File: config.mk
export PLATFORM = sky130hd
export DESIGN_NAME = bca_back
export DESIGN_NICKNAME = d
export VERILOG_FILES = /design/src/design/bca_pkg.sv /design/src/design/bca_back.sv
export VERILOG_INCLUDE_DIRS = /design/src /design/src/design
export SDC_FILE = /design/constraint.sdc
export NUM_CORES = 2
export LEC_CHECK = 0
export ABC_CLOCK_PERIOD_IN_PS = 10320
export BUFFER_PORTS_ARGS = -buffer_cell sky130_fd_sc_hd__buf_2
export CORE_MARGIN = 2
export CORE_UTILIZATION = 43
export CTS_CLUSTER_DIAMETER = 150
export DETAILED_ROUTE_END_ITERATION = 6
export GPL_ROUTABILITY_DRIVEN = 1
export SLEW_MARGIN = 25
export SYNTH_ARGS = -nofsm -noshare
export SYNTH_HDL_FRONTEND = slang
export SYNTH_SLANG_ARGS = --single-unit
File: constraint.sdc
create_clock -name clk -period 10.32 [get_ports clk]
set_input_delay 0.516 -clock clk [delete_from_list [all_inputs] [get_ports clk]]
set_output_delay 0.516 -clock clk [all_outputs]
set_load 0.05 [all_outputs]
File: src/design/assert_macros.svh
// Assertion macros shared by the bit crusher RTL.
// Included by files that carry concurrent checks; no other dependencies.
`ifndef ASSERT_MACROS_SVH
`define ASSERT_MACROS_SVH

// property must hold at every rising clock edge outside reset
`define ASSERT_AT(lbl, ck, rn, prop, msg) \
	lbl: assert property (@(posedge ck) disable iff (!(rn)) (prop)) else $error(msg);

// condition must never be seen at a rising clock edge outside reset
`define ASSERT_NEVER(lbl, ck, rn, cond, msg) \
	`ASSERT_AT(lbl, ck, rn, !(cond), msg)

`endif

File: src/design/bca_pkg.sv
// Shared types, constants and elaboration-time functions of the bit crusher.
// No dependencies; used by every module of the block.
package bca_pkg;

	// default structural parameters
	localparam int SAMPLE_BITS_DEF     = 24;
	localparam int CHANNEL_COUNT_DEF   = 2;
	localparam int TANH_TABLE_BITS_DEF = 10;

	// register and counter widths
	localparam int DEPTH_W     = 5;
	localparam int FACTOR_W    = 13;
	localparam int MIX_W       = 17;
	localparam int CFG_DATA_W  = 17;
	localparam int CFG_INDEX_W = 2;
	localparam int CNT_SUM_W   = FACTOR_W + 1;
	localparam int FIFO_DEPTH  = 2;

	localparam logic [DEPTH_W-1:0]  BYPASS_DEPTH = 5'd24;
	localparam logic [DEPTH_W-1:0]  DEPTH_RESET  = 5'd16;
	localparam logic [FACTOR_W-1:0] FACTOR_ONE   = 13'd256;
	localparam logic [MIX_W-1:0]    MIX_ONE      = 17'd65536;

	typedef enum logic [CFG_INDEX_W-1:0] {
		CFG_BIT_DEPTH  = 2'd0,
		CFG_DOWNSAMPLE = 2'd1,
		CFG_MIX_GAIN   = 2'd2
	} cfg_index_t;

	// live configuration; factor and mix are stored already clamped
	typedef struct packed {
		logic [DEPTH_W-1:0]  bit_depth;
		logic [FACTOR_W-1:0] factor;
		logic [MIX_W-1:0]    mix;
	} cfg_t;

	// restoring unsigned division, elaboration only
	function automatic logic [63:0] udiv64(input logic [63:0] num, input logic [63:0] den);
		logic [64:0] rem;
		logic [63:0] quo;
		rem = '0;
		quo = '0;
		for (int i = 63; i >= 0; i--) begin
			rem = {rem[63:0], num[i]};
			if (rem >= {1'b0, den}) begin
				rem    = rem - {1'b0, den};
				quo[i] = 1'b1;
			end
		end
		return quo;
	endfunction

	// e^x for x in [0, 1], Q31 in and out, truncated Taylor terms
	function automatic logic [63:0] exp_q31(input logic [63:0] x);
		logic [63:0] term;
		logic [63:0] sum;
		term = 64'd1 << 31;
		sum  = term;
		for (int n = 1; n < 40; n++) begin
			if (term != 64'd0) begin
				term = udiv64((term * x) >> 31, 64'(n));
				sum  = sum + term;
			end
		end
		return sum;
	endfunction

	// tanh(k / 2^table_bits) in Q1.frac_bits, rounded half up
	function automatic logic [63:0] tanh_knot(input int k, input int table_bits,
			input int frac_bits);
		logic [63:0] x;
		logic [63:0] p;
		logic [63:0] m;
		logic [63:0] num;
		logic [63:0] den;
		logic [63:0] q;
		logic [63:0] r;
		x   = 64'(k) << (31 - table_bits);
		p   = exp_q31(x);
		m   = udiv64(64'd1 << 62, p);
		num = p - m;
		den = p + m;
		q   = '0;
		r   = num;
		for (int i = 0; i < frac_bits + 1; i++) begin
			r = r << 1;
			q = q << 1;
			if (r >= den) begin
				r = r - den;
				q = q | 64'd1;
			end
		end
		return (q + 64'd1) >> 1;
	endfunction

endpackage

File: src/design/bca_back.sv
// Back end: per-channel hold counter, sample-and-hold and dry/wet mix.
// Depends on bca_pkg and assert_macros.svh; drives the master-side stream.
`include "assert_macros.svh"

module bca_back import bca_pkg::*; #(
	parameter int SAMPLE_BITS   = SAMPLE_BITS_DEF,
	parameter int CHANNEL_COUNT = CHANNEL_COUNT_DEF,
	parameter int CH_W          = 1,
	parameter int QW            = CH_W + 2 * SAMPLE_BITS,
	parameter int TDATA_W       = 24
) (
	input  logic               clk,
	input  logic               arst_n,
	input  cfg_t               cfg,
	input  logic               fifo_valid,
	output logic               fifo_pop,
	input  logic [QW-1:0]      fifo_data,
	output logic               m_tvalid,
	input  logic               m_tready,
	output logic [TDATA_W-1:0] m_tdata    // sample_out
);

	localparam int PM   = SAMPLE_BITS + 18;
	localparam int AC   = SAMPLE_BITS + 19;
	localparam int RW   = AC - 16;
	localparam int FRAC = SAMPLE_BITS - 1;
	localparam int BW   = $clog2(CNT_SUM_W);

	localparam logic signed [AC-1:0] RND_A  = AC'(32768);
	localparam logic signed [RW-1:0] SMAX_R = RW'((64'sd1 <<< FRAC) - 64'sd1);
	localparam logic signed [RW-1:0] SMIN_R = RW'(-(64'sd1 <<< FRAC));
	localparam logic [CNT_SUM_W-1:0] ONE_C  = {1'b0, FACTOR_ONE};

	typedef enum logic [2:0] {B_IDLE, B_SUM, B_CNT, B_MOD, B_MIX1, B_MIX2} bstate_t;

	bstate_t                       state_q;
	logic                          out_valid_q;
	logic [SAMPLE_BITS-1:0]        out_data_q;
	logic [FACTOR_W-1:0]           hold_cnt_q [CHANNEL_COUNT];
	logic signed [SAMPLE_BITS-1:0] held_q [CHANNEL_COUNT];

	logic [CH_W-1:0]               ch_q;
	logic signed [SAMPLE_BITS-1:0] dry_q;
	logic signed [SAMPLE_BITS-1:0] q_q;
	logic [FACTOR_W-1:0]           factor_q;
	logic [MIX_W-1:0]              mix_q;
	logic [CNT_SUM_W-1:0]          cnt_q;
	logic [FACTOR_W-1:0]           rem_q;
	logic [BW-1:0]                 bit_q;
	logic signed [PM-1:0]          pd_q;
	logic signed [PM-1:0]          pw_q;

	assign fifo_pop = (state_q == B_IDLE) && fifo_valid;
	assign m_tvalid = out_valid_q;
	assign m_tdata  = TDATA_W'(out_data_q);

	// one restoring remainder step per cycle
	logic [CNT_SUM_W-1:0] rem_sh_w;
	logic [FACTOR_W-1:0]  rem_nx_w;

	assign rem_sh_w = {rem_q, cnt_q[bit_q]};
	assign rem_nx_w = (rem_sh_w >= {1'b0, factor_q})
		? FACTOR_W'(rem_sh_w - {1'b0, factor_q}) : rem_sh_w[FACTOR_W-1:0];

	// wet pick and final rounding / saturation
	logic signed [SAMPLE_BITS-1:0] wet_w;
	logic signed [AC-1:0]          acc_w;
	logic signed [RW-1:0]          res_w;
	logic signed [RW-1:0]          sat_w;

	assign wet_w = (factor_q > FACTOR_ONE) ? held_q[ch_q] : q_q;
	assign acc_w = AC'(pd_q) + AC'(pw_q) + RND_A;
	assign res_w = $signed(acc_w[AC-1:16]);

	always_comb begin
		priority if (res_w > SMAX_R) begin
			sat_w = SMAX_R;
		end else if (res_w < SMIN_R) begin
			sat_w = SMIN_R;
		end else begin
			sat_w = res_w;
		end
	end

	// sequencer, channel state and output valid
	always_ff @(posedge clk or negedge arst_n) begin
		if (!arst_n) begin
			state_q     <= B_IDLE;
			out_valid_q <= 1'b0;
			for (int c = 0; c < CHANNEL_COUNT; c++) begin
				hold_cnt_q[c] <= '0;
				held_q[c]     <= '0;
			end
		end else begin
			unique case (state_q)
				B_IDLE: if (fifo_valid) state_q <= B_SUM;
				B_SUM:  state_q <= B_CNT;
				B_CNT: begin
					priority if (cnt_q < {1'b0, factor_q}) begin
						hold_cnt_q[ch_q] <= cnt_q[FACTOR_W-1:0];
						state_q          <= B_MIX1;
					end else if (cnt_q < {factor_q, 1'b0}) begin
						hold_cnt_q[ch_q] <= FACTOR_W'(cnt_q - {1'b0, factor_q});
						held_q[ch_q]     <= q_q;
						state_q          <= B_MIX1;
					end else begin
						state_q <= B_MOD;
					end
				end
				B_MOD: begin
					if (bit_q == '0) begin
						hold_cnt_q[ch_q] <= rem_nx_w;
						held_q[ch_q]     <= q_q;
						state_q          <= B_MIX1;
					end
				end
				B_MIX1: state_q <= B_MIX2;
				B_MIX2: begin
					if (!out_valid_q || m_tready) begin
						state_q <= B_IDLE;
					end
				end
				default: state_q <= B_IDLE;
			endcase
			// output valid: load a finished word or retire the one taken
			if (state_q == B_MIX2 && (!out_valid_q || m_tready)) begin
				out_valid_q <= 1'b1;
			end else if (out_valid_q && m_tready) begin
				out_valid_q <= 1'b0;
			end
		end
	end

	// datapath registers
	always_ff @(posedge clk) begin
		if (state_q == B_IDLE && fifo_valid) begin
			ch_q     <= fifo_data[QW-1 -: CH_W];
			q_q      <= $signed(fifo_data[2*SAMPLE_BITS-1:SAMPLE_BITS]);
			dry_q    <= $signed(fifo_data[SAMPLE_BITS-1:0]);
			factor_q <= cfg.factor;
			mix_q    <= cfg.mix;
		end
		if (state_q == B_SUM) begin
			cnt_q <= {1'b0, hold_cnt_q[ch_q]} + ONE_C;
		end
		if (state_q == B_CNT) begin
			rem_q <= '0;
			bit_q <= BW'(CNT_SUM_W - 1);
		end
		if (state_q == B_MOD) begin
			rem_q <= rem_nx_w;
			bit_q <= bit_q - BW'(1);
		end
		if (state_q == B_MIX1) begin
			pd_q <= dry_q * $signed({1'b0, MIX_ONE - mix_q});
			pw_q <= wet_w * $signed({1'b0, mix_q});
		end
		if (state_q == B_MIX2 && (!out_valid_q || m_tready)) begin
			out_data_q <= sat_w[SAMPLE_BITS-1:0];
		end
	end

	// checks
	`ASSERT_AT(a_rem_below_factor, clk, arst_n, (state_q == B_MOD) |-> (rem_q < factor_q), "remainder reached the factor")
	`ASSERT_AT(a_counter_wrapped, clk, arst_n, (state_q == B_MIX1) |-> (hold_cnt_q[ch_q] < factor_q), "hold counter left at or above factor")
	`ASSERT_AT(a_stall_keeps_word, clk, arst_n, (state_q == B_MIX2 && out_valid_q && !m_tready) |=> (state_q == B_MIX2 && $stable(out_data_q)), "pending output word overwritten")
	`ASSERT_NEVER(a_pop_needs_word, clk, arst_n, fifo_pop && !fifo_valid, "pop from empty queue")

endmodule

==> qor.csv <==
metric;value;unit
run status;finished, final reports clean;
crit-path max cell delay;0.58;ns
Mapped Cells;4567;
Netlist Area Pre-Place;0.0451;sq mm
Hold Crit Depth;1;
Synth cell types;99;
post-synthesis compound-gate area fraction;6.91;%
mux cell area share after synthesis;3.52;%
Net Count, Synth;5786;
Avg WL per Cell;17.9;um
pre-CTS WS;1.08;ns
dpl cell area;0.0473;sq mm
Max Root-Sink Buffers;3;
Starting Density;43.4;%
CP required;10.68;ns
DRC;0;
worst-path fanout max;19;
via/cell ratio;5.15;
Synth Area in XOR/XNOR;2.79;%
Total GRT Usage;21.1;%
nets@finish;5829;
DIE AREA;0.107;sq mm
# IOs;114;
clk sink count;296;
CP arrival;9.46;ns
CP Capture Type;flop;
Die Ht;328;um
post-cts resize count;0;
Worst-Skew Late Latency;0.61;ns
Post-synth EDFFs;218;
most common cell after layout, fill and taps aside;inv_1;
Core Area;0.104;sq mm
Hold Buf Count CTS;0;
Horiz. Die Dim;328;um
# Post-CTS Setup Buffers;0;
ys flop type;edfxtp_1;
largest family of logic cells by synthesized area;adder cells;
DRT Pass-1 Iters;5;
Initial DRC Count;1649;
Area growth, synth to finish;8.03;%
Max-Cap Viols;0;
vias;31000;
port buffer count;108;
asr flop ratio synth;26.4;%
Yosys reg bits;296;
most frequent cells in the layout;1,020 x inv_1, 804 x fa_1, 565 x nand2_1, 327 x ha_1, 288 x and2_1;
placer congestion estimate;0.874;
Slew headroom;38.6;%
first-pass GRT wire length;179000;um
Crit path top cell by count;fa_1;
H-tree levels;2;
Post-DRT Antenna Nets;0;
Worst-Margin Slew;0.921;ns
Final Cell Area;0.0487;sq mm
initial antenna violation count;1;
top post-synthesis cells by area;fa_1 36%, edfxtp_1 15%, ha_1 9.1%;
element type at the critical path start;flop;
vias in the first global route;33000;
clock buffer count from CTS;40;
HPWL after detailed placement;84700;um
CTS root buf;clkbuf_16;
antenna diode count;0;
Simple-Gate Fraction of Synth Area;12.9;%
Synthesis Warnings;0;
Seq/Total Area, Yosys;18.9;%
Max Slew Vio Count;0;
Worst R2R Path Depth;28;
WS Path Type;flop to flop;
RSZ-0062 raised after global routing;no;
Hold Path Class;input port to flop;
Yosys top cell area share;35.7;%
mean post-synth cell area;9.87;sq um
fmax;0.110;GHz
setup violators final;0;
DRT Wirelength;108000;um
clock-pin slew on the worst setup and hold paths;0.07;ns
final worst slack;1.22;ns
TritonCTS clock tree;yes;
TNS Setup;0;ns
minimum clock period;9.10;ns
row cnt;118;
final hold violations;0;
Congestion Overflow GR;0;
biggest area consumer among synthesized cells;fa_1;
Adder-Cell Fraction of Synth Area;44.8;%
Final period util;88.1;%
critical path's slowest cell;nor3_1;
pin count of the biggest net entering global routing;79;
Max Clock Skew;0.0184;ns
ratio of cells with drive above 1 in the final layout;8.66;%
-- area by class of cell --
cell class              instances  area, sq um
fillers                      9802        55100
repair buffers                183         1140
clock inverters                30          348
well taps                    1380         1730
multi-input cells            3069        32100
inverters                    1020         3830
clock buffers                  43         1010
flip-flops and latches        296         8500
-- registers in the layout, indices dropped and copies added (netlist names), 14 cells and up --
signal / count
held_q: 48
mix_q: 17
m_tdata: 24
cnt_q: 14
hold_cnt_q: 26
dry_q: 24
q_q: 24
pd_q: 42
pw_q: 42
-- synthesized netlist by cell type, types with 21 or more instances --
library cell and number:
mux2i_1 53, nor2_1 116, o21ai_2 21, nor3_1 31
clkbuf_1 147, nor2b_1 65, xor2_1 40, fa_1 804
mux2_2 49, a21o_1 58, dfrtp_1 78, inv_1 1020
a21oi_1 134, o21ai_0 65, nand2_1 566, edfxtp_1 218
and2_1 289, ha_1 327, xnor2_1 98, nand3_1 32
-- per-stage QoR --
step           hold WS [ns]  utilization [%]  instances
6_report             0.0669             46.9       6021
5_1_grt              0.0459             46.9       6021
4_1_cts              0.0228             46.9       6019
3_5_place_dp          0.481             45.6       5946
3_3_place_gp          0.468             45.5       5946
2_1_floorplan         0.220                -       4567
-- logic make-up (layout without fill, tap and decap cells) --
logic type,count (synthesis),in the layout
compound gates,461,461
xor+xnor,141,141
fa+ha+maj,1131,1131
buf+inv,1202,1276
flops,296,296
mux,137,137
simple gates,1199,1199
-- critical path: cells and delay by family, from the launching register on --
family                     cells  cell delay, ns
adders and majority gates      7            3.45
and+or+nand+nor               12            3.09
AOI/OAI and AO/OA              3            0.91
buffers and inverters          4            0.53
DFF                            1            0.49
xor gates and xnor gates       2            0.37
-- layer usage --
| layer | up-vias | wire, um | GRT usage [%] | share of wire (%) |
|---|---|---|---|---|
| met1 | 16000 | 47700 | 29.3 | 44 |
| met2 | 681 | 52000 | 35.0 | 48 |
| met4 | 0 | 2540 | 5.51 | 2.4 |
| met3 | 142 | 5500 | 2.46 | 5.1 |
| li1 | 14200 | - | - | - |
| met5 | - | 0 | 0 | 0 |
-- worst paths after layout --
path | slack [ns] | startpoint | to
worst min register to register | 0.49 | hold_cnt_q[2] | hold_cnt_q[2]
min in group asynchronous | 0.53 | arst_n | held_q[7]
worst min-delay path | 0.07 | fifo_data[6] | dry_q[6]
max in group asynchronous | 9.28 | arst_n | hold_cnt_q[6]
worst max-delay path | 1.22 | mix_q[3] | pd_q[40]
worst max register to register | 1.22 | mix_q[3] | pd_q[40]
Power is left out: the tool's default activity adds up to more than one toggle a clock period on the data nets, which glitch-free logic cannot reach.
