`config.mk`:
```
export PLATFORM = sky130hd
export DESIGN_NAME = bca_fifo
export DESIGN_NICKNAME = d
export VERILOG_FILES = /design/src/design/assert_macros.svh /design/src/design/bca_pkg.sv /design/src/design/bca_fifo.sv
export SDC_FILE = /design/constraint.sdc
export NUM_CORES = 1
export LEC_CHECK = 0
export ABC_AREA = 0
export BUFFER_PORTS_ARGS = -buffer_cell sky130_fd_sc_hd__clkbuf_2
export CAP_MARGIN = 20
export CORE_MARGIN = 1.5
export CORE_UTILIZATION = 48
export CTS_CLUSTER_SIZE = 25
export DETAILED_ROUTE_END_ITERATION = 16
export GPL_TIMING_DRIVEN = 0
export PLACE_DENSITY_LB_ADDON = 0.25
export SLEW_MARGIN = 25
export SYNTH_ARGS = -nofsm -noshare
export SYNTH_HDL_FRONTEND = slang
export SYNTH_SLANG_ARGS = --single-unit
```
`constraint.sdc`:
```
create_clock -name clk -period 1.76 [get_ports clk]
set_clock_uncertainty 0.15 [all_clocks]
set_input_delay 0.088 -clock clk [delete_from_list [all_inputs] [get_ports clk]]
set_output_delay 0.088 -clock clk [all_outputs]
set_load 0.05 [all_outputs]
```
`src/design/assert_macros.svh`:
```
// Assertion macros shared by the bit crusher RTL.
// Included by files that carry concurrent checks; no other dependencies.
`ifndef ASSERT_MACROS_SVH
`define ASSERT_MACROS_SVH

// property must hold at every rising clock edge outside reset
`define ASSERT_AT(lbl, ck, rn, prop, msg) \
	lbl: assert property (@(posedge ck) disable iff (!(rn)) (prop)) else $error(msg);

// condition must never be seen at a rising clock edge outside reset
`define ASSERT_NEVER(lbl, ck, rn, cond, msg) \
	`ASSERT_AT(lbl, ck, rn, !(cond), msg)

`endif

```
`src/design/bca_pkg.sv`:
```
// Shared types, constants and elaboration-time functions of the bit crusher.
// No dependencies; used by every module of the block.
package bca_pkg;

	// default structural parameters
	localparam int SAMPLE_BITS_DEF     = 24;
	localparam int CHANNEL_COUNT_DEF   = 2;
	localparam int TANH_TABLE_BITS_DEF = 10;

	// register and counter widths
	localparam int DEPTH_W     = 5;
	localparam int FACTOR_W    = 13;
	localparam int MIX_W       = 17;
	localparam int CFG_DATA_W  = 17;
	localparam int CFG_INDEX_W = 2;
	localparam int CNT_SUM_W   = FACTOR_W + 1;
	localparam int FIFO_DEPTH  = 2;

	localparam logic [DEPTH_W-1:0]  BYPASS_DEPTH = 5'd24;
	localparam logic [DEPTH_W-1:0]  DEPTH_RESET  = 5'd16;
	localparam logic [FACTOR_W-1:0] FACTOR_ONE   = 13'd256;
	localparam logic [MIX_W-1:0]    MIX_ONE      = 17'd65536;

	typedef enum logic [CFG_INDEX_W-1:0] {
		CFG_BIT_DEPTH  = 2'd0,
		CFG_DOWNSAMPLE = 2'd1,
		CFG_MIX_GAIN   = 2'd2
	} cfg_index_t;

	// live configuration; factor and mix are stored already clamped
	typedef struct packed {
		logic [DEPTH_W-1:0]  bit_depth;
		logic [FACTOR_W-1:0] factor;
		logic [MIX_W-1:0]    mix;
	} cfg_t;

	// restoring unsigned division, elaboration only
	function automatic logic [63:0] udiv64(input logic [63:0] num, input logic [63:0] den);
		logic [64:0] rem;
		logic [63:0] quo;
		rem = '0;
		quo = '0;
		for (int i = 63; i >= 0; i--) begin
			rem = {rem[63:0], num[i]};
			if (rem >= {1'b0, den}) begin
				rem    = rem - {1'b0, den};
				quo[i] = 1'b1;
			end
		end
		return quo;
	endfunction

	// e^x for x in [0, 1], Q31 in and out, truncated Taylor terms
	function automatic logic [63:0] exp_q31(input logic [63:0] x);
		logic [63:0] term;
		logic [63:0] sum;
		term = 64'd1 << 31;
		sum  = term;
		for (int n = 1; n < 40; n++) begin
			if (term != 64'd0) begin
				term = udiv64((term * x) >> 31, 64'(n));
				sum  = sum + term;
			end
		end
		return sum;
	endfunction

	// tanh(k / 2^table_bits) in Q1.frac_bits, rounded half up
	function automatic logic [63:0] tanh_knot(input int k, input int table_bits,
			input int frac_bits);
		logic [63:0] x;
		logic [63:0] p;
		logic [63:0] m;
		logic [63:0] num;
		logic [63:0] den;
		logic [63:0] q;
		logic [63:0] r;
		x   = 64'(k) << (31 - table_bits);
		p   = exp_q31(x);
		m   = udiv64(64'd1 << 62, p);
		num = p - m;
		den = p + m;
		q   = '0;
		r   = num;
		for (int i = 0; i < frac_bits + 1; i++) begin
			r = r << 1;
			q = q << 1;
			if (r >= den) begin
				r = r - den;
				q = q | 64'd1;
			end
		end
		return (q + 64'd1) >> 1;
	endfunction

endpackage

```
`src/design/bca_fifo.sv`:
```
// Short word queue between the front and back ends.
// Depends on bca_pkg for its depth.
module bca_fifo import bca_pkg::*; #(
	parameter int WIDTH = 8
) (
	input  logic             clk,
	input  logic             arst_n,
	input  logic             push,
	input  logic [WIDTH-1:0] push_data,
	output logic             full,
	input  logic             pop,
	output logic [WIDTH-1:0] pop_data,
	output logic             valid
);

	localparam int PTR_W = (FIFO_DEPTH > 1) ? $clog2(FIFO_DEPTH) : 1;
	localparam int CNT_W = $clog2(FIFO_DEPTH + 1);

	logic [WIDTH-1:0] mem_q [FIFO_DEPTH];
	logic [PTR_W-1:0] wr_ptr_q;
	logic [PTR_W-1:0] rd_ptr_q;
	logic [CNT_W-1:0] count_q;
	logic             do_push;
	logic             do_pop;

	assign full     = (count_q == CNT_W'(FIFO_DEPTH));
	assign valid    = (count_q != '0);
	assign do_push  = push && !full;
	assign do_pop   = pop && valid;
	assign pop_data = mem_q[rd_ptr_q];

	// pointers and fill level
	always_ff @(posedge clk or negedge arst_n) begin
		if (!arst_n) begin
			wr_ptr_q <= '0;
			rd_ptr_q <= '0;
			count_q  <= '0;
		end else begin
			if (do_push) begin
				wr_ptr_q <= (wr_ptr_q == PTR_W'(FIFO_DEPTH - 1)) ? '0 : wr_ptr_q + PTR_W'(1);
			end
			if (do_pop) begin
				rd_ptr_q <= (rd_ptr_q == PTR_W'(FIFO_DEPTH - 1)) ? '0 : rd_ptr_q + PTR_W'(1);
			end
			if (do_push && !do_pop) begin
				count_q <= count_q + CNT_W'(1);
			end else if (do_pop && !do_push) begin
				count_q <= count_q - CNT_W'(1);
			end
		end
	end

	// storage
	always_ff @(posedge clk) begin
		if (do_push) begin
			mem_q[wr_ptr_q] <= push_data;
		end
	end

endmodule

```
==> flow_summary.yaml, run 1 <==
status:
  status: "complete, no violations"
synthesis:
  synth_xor_area_share_pct: 5.57
  synthCells: 44
  synth_simple_gate_area_share_pct: 5.89
  asyncSetResetFlopFracSynth_pct: 20.0
  combinational_family_with_the_most_area_after_synthesis: "multiplexers"
  yosys.area_share.adder_pct: 1.59
  syn-num-nets: 57
  complex_gate_fraction_of_the_synthesized_area_pct: 0
  yosys-mux-area-fraction_pct: 11.5
  yosys.area.top_type: "edfxtp_1"
  synth_area_per_cell_um2: 17.9
  post_synth_main_area_contributors: "edfxtp_1 61%, dfrtp_1 13%, mux2_1 11%"
  yosys_warnings: 0
  synth_enable_flop_cells: 16
  netlist_area_um2: 786
  synth.most_common_cell: "edfxtp_1"
  yosysSeqAreaShare_pct: 73.9
  synthDominantCellAreaShare_pct: 61.1
  synthDistinctLibCells: 14
  synth_common_cells: "16 x edfxtp_1, 8 x mux2_1, 4 x dfrtp_1"
  ys_ff_latch: 20
  postSynth.topFlopCell: "edfxtp_1"
critical_path:
  cp_data_required_time_ps: 1520
  crit_path_max_incr_delay_ps: 350
  critical_path.n_buffers_inverters: 2
  cp-end-kind: "output port"
  cp_cell_sequence: "buf_2 -> mux2_1 -> clkbuf_2"
  r2r_setup_slack_ps: 170
  worstPathMaxFanout: 9
  worstPathArrival_ps: 1450
  crit_family: "buffers and inverters"
  critPathSlowestCell: "mux2_1"
  timing.critical_path.from_type: "flop"
  critical_path_class: "flop to output port"
grt:
  wire_length_of_the_first_global_routing_pass_um: 1930
  via_count_of_the_first_global_routing_pass: 443
  grt_max_degree: 12
  antenna_found_initial: 0
  globalRoute.totalOverflow: 0
  global_route.usage.total_pct: 14.5
cts:
  cts_tree: "yes"
  worstSkewPairLatency_ps: 290
  htreeDepth: 1
  clock_buffers_created_by_tritoncts: 3
  max_buffers_root_to_sink: 2
  ctsRootBufferMaster: "clkbuf_4"
  cts.reportedPaths.clkPinSlew_ps: 110
  clock_sink_count: 20
timing:
  finalHoldWorstSlack_ps: 365
  worst_tran_pin_value_ps: 448
  post-route-period-util_pct: 95.9
  setup_viol_count_final: 0
  max_freq_mhz: 592
  slew_violations: 0
  slew-limit-headroom_pct: 70.1
  timing.final.crit_period_ps: 1690
  finalHoldViolCount: 0
die:
  fp.dieArea_mm2: 0.00189
  floorplan.rows: 14
  initial_core_util_pct: 51.6
  top_level_ports: 22
  die_w_um: 43.5
  floorplan.core_area_mm2: 0.00152
  die_h_um: 43.5
pwr:
  power.density_mw_per_mm2: 1740
  vdd_drop_max_v: 0.00112
  p_total_w: 0.00188
  total_leakage_power_nw: 0.462
place:
  globalplace.congestion: 0.679
  port-buffer-count: 21
  place.detailed.hpwl_um: 752
hold_path:
  worstHoldPathType: "input pin to flop"
drt:
  vias_after_detailed_routing: 481
  detail_route.wl_per_cell_um: 12.8
  detail_route.vias_per_cell: 4.86
  drt-initial-drc-count: 4
  detail-route-antenna-nets: 0
  route.detailed.drc: 0
  totalWireLength_um: 1260
  drt_pre_antenna_iters: 4
layout:
  fillerInstances: 96
  layout_area_overhead_pct: 37.7
  finish.net_count: 97
  n_antenna_cell: 0
  drive_gt1_share_pct: 38.6
run:
  cap_viol_max_count: 0
==> sequential cells by signal, summed over array words and instances (netlist names) <==
register and count:
mem_q 16, rd_ptr_q 1, wr_ptr_q 1, count_q 2
==> kinds of logic (layout without fill, tap and decap cells) <==
kind of cell               after synthesis  count (layout)
DFF                                     20              20
muxes                                    8               8
and+or+nand+nor                          7               7
xor gates and xnor gates                 5               5
buffers and inverters                    3              42
adders and majority gates                1               1
==> layer usage <==
| layer | share of wire [%] | GRT usage [%] |
|---|---|---|
| met4 | 1.4 | 7.27 |
| met3 | 6.0 | 3.75 |
| met1 | 43 | 18.3 |
| met2 | 49 | 23.3 |
| met5 | 0 | 0 |
==> power by group <==
| group | internal, W | switching (W) |
|---|---|---|
| logic | 0.000308 | 0.000629 |
| registers | 0.000661 | 0.0000606 |
| clock network | 0.0000882 | 0.000134 |
| total | 0.00106 | 0.000824 |
==> final cells by class <==
type                       instances  area [µm²]  area share, %
buffer                             1        5.00          0.462
clock buffer                       4        26.3           2.43
inverter                           2        7.51          0.694
multi-input combinational         21         203           18.7
sequential                        20         581           53.6
tap                               16        20.0           1.85
timing repair buffer              35         240           22.2
==> through the flow <==
stage	setup WS (ps)	setup TNS, ps	utilization (%)	cell area [µm²]	std cells
detailed placement	3.79	0	59.8	911	81
CTS	65.3	0	69.5	1060	97
global placement	45.8	0	59.8	911	81
global route	-28.6	-103	71.0	1080	99
finish	71.4	0	71.0	1080	99
floorplan	207	0	-	786	44
==> repair_timing <==
item | 4_1_cts | 5_1_grt
setup buffers | 0 | 2
gates resized for setup | 1 | 1
hold buffers | 12 | 0
pin swaps | 0 | 1
endpoints found under the hold margin | 22 | 0
setup endpoints to repair | 8 | 1
==> placed cells by master, fill, tap and decap left out, drive strengths merged <==
cell,netlist,final
buf,1,3
or2,1,1
xnor2,3,3
nor2,2,2
nand2,2,2
xor2,2,2
mux2,8,8
inv,2,2
and3,1,1
ha,1,1
clkbuf,0,25
edfxtp,16,16
nand2b,1,1
dfrtp,4,4
dlygate4sd3,0,12
==> final timing paths <==
check / from / cells after the start / end
worst max-delay path: rd_ptr_q / 3 / pop_data[3]
worst min-delay path: push_data[3] / 2 / mem_q[0][3]
worst max register to register: count_q[1] / 6 / count_q[1]
worst min register to register: wr_ptr_q / 1 / wr_ptr_q
max in group asynchronous: arst_n / 3 / rd_ptr_q
min in group asynchronous: arst_n / 3 / count_q[0]
Power figures use the tool's default switching activity.
==> run 2: changes to the inputs <==
--- a/config.mk
+++ b/config.mk
@@ -9,7 +9,7 @@
 export BUFFER_PORTS_ARGS = -buffer_cell sky130_fd_sc_hd__clkbuf_2
 export CAP_MARGIN = 20
 export CORE_MARGIN = 1.5
-export CORE_UTILIZATION = 48
+export CORE_UTILIZATION = 43
 export CTS_CLUSTER_SIZE = 25
 export DETAILED_ROUTE_END_ITERATION = 16
 export GPL_TIMING_DRIVEN = 0
==> run 2 against run 1 <==
  * Via count unchanged
  * Design area up 1.6%
  * Utilization down 7.3 points
  * Die area up 11%
==> flow_summary.yaml, run 2 (synthesized netlist as in run 1, its figures left out) <==
status:
  status: "complete, no violations"
place:
  globalplace.congestion: 0.708
  port-buffer-count: 21
cts:
  worstSkewPairLatency_ps: 290
  htreeDepth: 1
  clock_sink_count: 20
  cts_tree: "yes"
  clock_buffers_created_by_tritoncts: 3
  ctsRootBufferMaster: "clkbuf_4"
  cts.reportedPaths.clkPinSlew_ps: 110
  max_buffers_root_to_sink: 2
drt:
  detail_route.vias_per_cell: 4.54
  totalWireLength_um: 1280
  vias_after_detailed_routing: 481
  route.detailed.drc: 0
  drt-initial-drc-count: 4
  detail-route-antenna-nets: 0
  detail_route.wl_per_cell_um: 12.1
  drt_pre_antenna_iters: 3
timing:
  setup_viol_count_final: 0
  max_freq_mhz: 601
  slew_violations: 0
  worst_tran_pin_value_ps: 414
  post-route-period-util_pct: 94.5
  finalHoldViolCount: 0
  fin_setup_tns_ps: 0
  timing.final.crit_period_ps: 1660
  slew-limit-headroom_pct: 72.3
  rsz0062_at_grt: "false"
pwr:
  power_switching_w: 0.000803
  comb_power_share_pct: 45.3
  power.density_mw_per_mm2: 1790
  power_share_of_the_sequential_group_pct: 36.4
  clockPowerShare_pct: 18.3
  total_leakage_power_nw: 0.459
  vdd_drop_max_v: 0.000906
  power.internal_w: 0.00117
  switching_share_pct: 40.8
die:
  floorplan.core_area_mm2: 0.00173
  die_h_um: 45.7
  floorplan.rows: 15
  top_level_ports: 22
  fp.dieArea_mm2: 0.00209
  die_w_um: 45.7
  initial_core_util_pct: 45.5
grt:
  grt_max_degree: 13
  wire_length_of_the_first_global_routing_pass_um: 1970
  globalRoute.totalOverflow: 0
  antenna_found_initial: 0
  global_route.usage.total_pct: 14.4
  via_count_of_the_first_global_routing_pass: 490
critical_path:
  crit_path_max_incr_delay_ps: 380
  critical_path_class: "flop to output port"
  worstPathArrival_ps: 1430
  critPathSlowestCell: "dfrtp_1"
  cp_data_required_time_ps: 1520
  cp_cell_sequence: "clkbuf_4 -> mux2_1 -> clkbuf_2"
  cp-end-kind: "output port"
  timing.critical_path.from_type: "flop"
  worstPathMaxFanout: 9
layout:
  regMostFlops: "mem_q"
  layout_area_overhead_pct: 40.0
  n_antenna_cell: 0
  finish.net_count: 95
  final_cell_mix: "16 x edfxtp_1, 15 x clkbuf_2, 12 x dlygate4sd3_1"
  reg.largest.list: "mem_q (16), count_q (2)"
  largest_reg_flops: 16
  mostFrequentLayoutCell: "edfxtp_1"
  fillerInstances: 144
  postLayoutCoreUtil_pct: 63.7
  drive_gt1_share_pct: 37.0
hold_path:
  worstHoldPathType: "flop to flop"
run:
  cap_viol_max_count: 0
run 2: cell types whose count changed in the layout (fill, tap and decap cells not counted):
cell,previous run,this run
buf_2,1,6
nand2b_1,0,1
clkbuf_2,21,15
nand2b_4,1,0
buf_4,2,0
clkbuf_1,1,0
bufinv_16,0,1
clkbuf_4,3,4
run 2: final cells by class:
class / count / area, µm² / share of cell area, %
well taps: 25 / 31.3 / 2.84
flip-flops and latches: 20 / 581 / 52.8
inverters: 2 / 7.51 / 0.683
plain buffers: 1 / 7.51 / 0.683
clock inverters: 1 / 30.0 / 2.73
multi-input cells: 21 / 195 / 17.7
clock buffers: 3 / 22.5 / 2.05
repair buffers: 33 / 225 / 20.5
run 2: layer usage:
layer | global-route usage (%) | part of all wire [%] | wire length (µm)
met3 | 4.76 | 3.7 | 47
met1 | 15.0 | 38 | 488
met5 | 0 | 0 | 0
met4 | 9.14 | 0 | 0
met2 | 24.5 | 58 | 743
run 2: final timing paths:
kind / start / end / depth (start not counted) / slack [ps]
setup / recovery: rd_ptr_q / pop_data[0] / 3 / 100
hold / removal: count_q[1] / count_q[1] / 1 / 350
setup reg to reg: count_q[0] / count_q[1] / 7 / 150
hold reg to reg: count_q[1] / count_q[1] / 1 / 350
max in group asynchronous: arst_n / rd_ptr_q / 3 / 740
min in group asynchronous: arst_n / count_q[1] / 3 / 550
run 2: through the flow:
stage	worst slack (ps)	hold slack, ps	total power (W)	instances	instance area, µm²
floorplan	207	-358	0.00142	44	786
global placement	37.9	-248	0.00158	90	922
detailed placement	13.2	-249	0.00160	90	922
CTS	33.7	353	0.00199	106	1100
global route	4.79	363	0.00208	106	1100
finish	96.7	350	0.00197	106	1100
run 2: timing repair:
item	CTS	global route
endpoints found under the hold margin	22	0
setup endpoints to repair	8	8
setup buffers	0	0
hold buffers	12	0
gates resized for setup	1	7
run 2: power by group through the flow:
stage               logic (W)  registers, W  clock network [W]
global placement     0.000858      0.000720                  0
floorplan            0.000707      0.000712                  0
CTS                  0.000897      0.000718           0.000372
detailed placement   0.000870      0.000727                  0
global route         0.000949      0.000732           0.000397
finish               0.000892      0.000717           0.000361
run 2: critical path: cells and delay by family (launching register included):
kind     cells  cell delay, ps
buf+inv      2             430
flops        1             380
mux          1             320
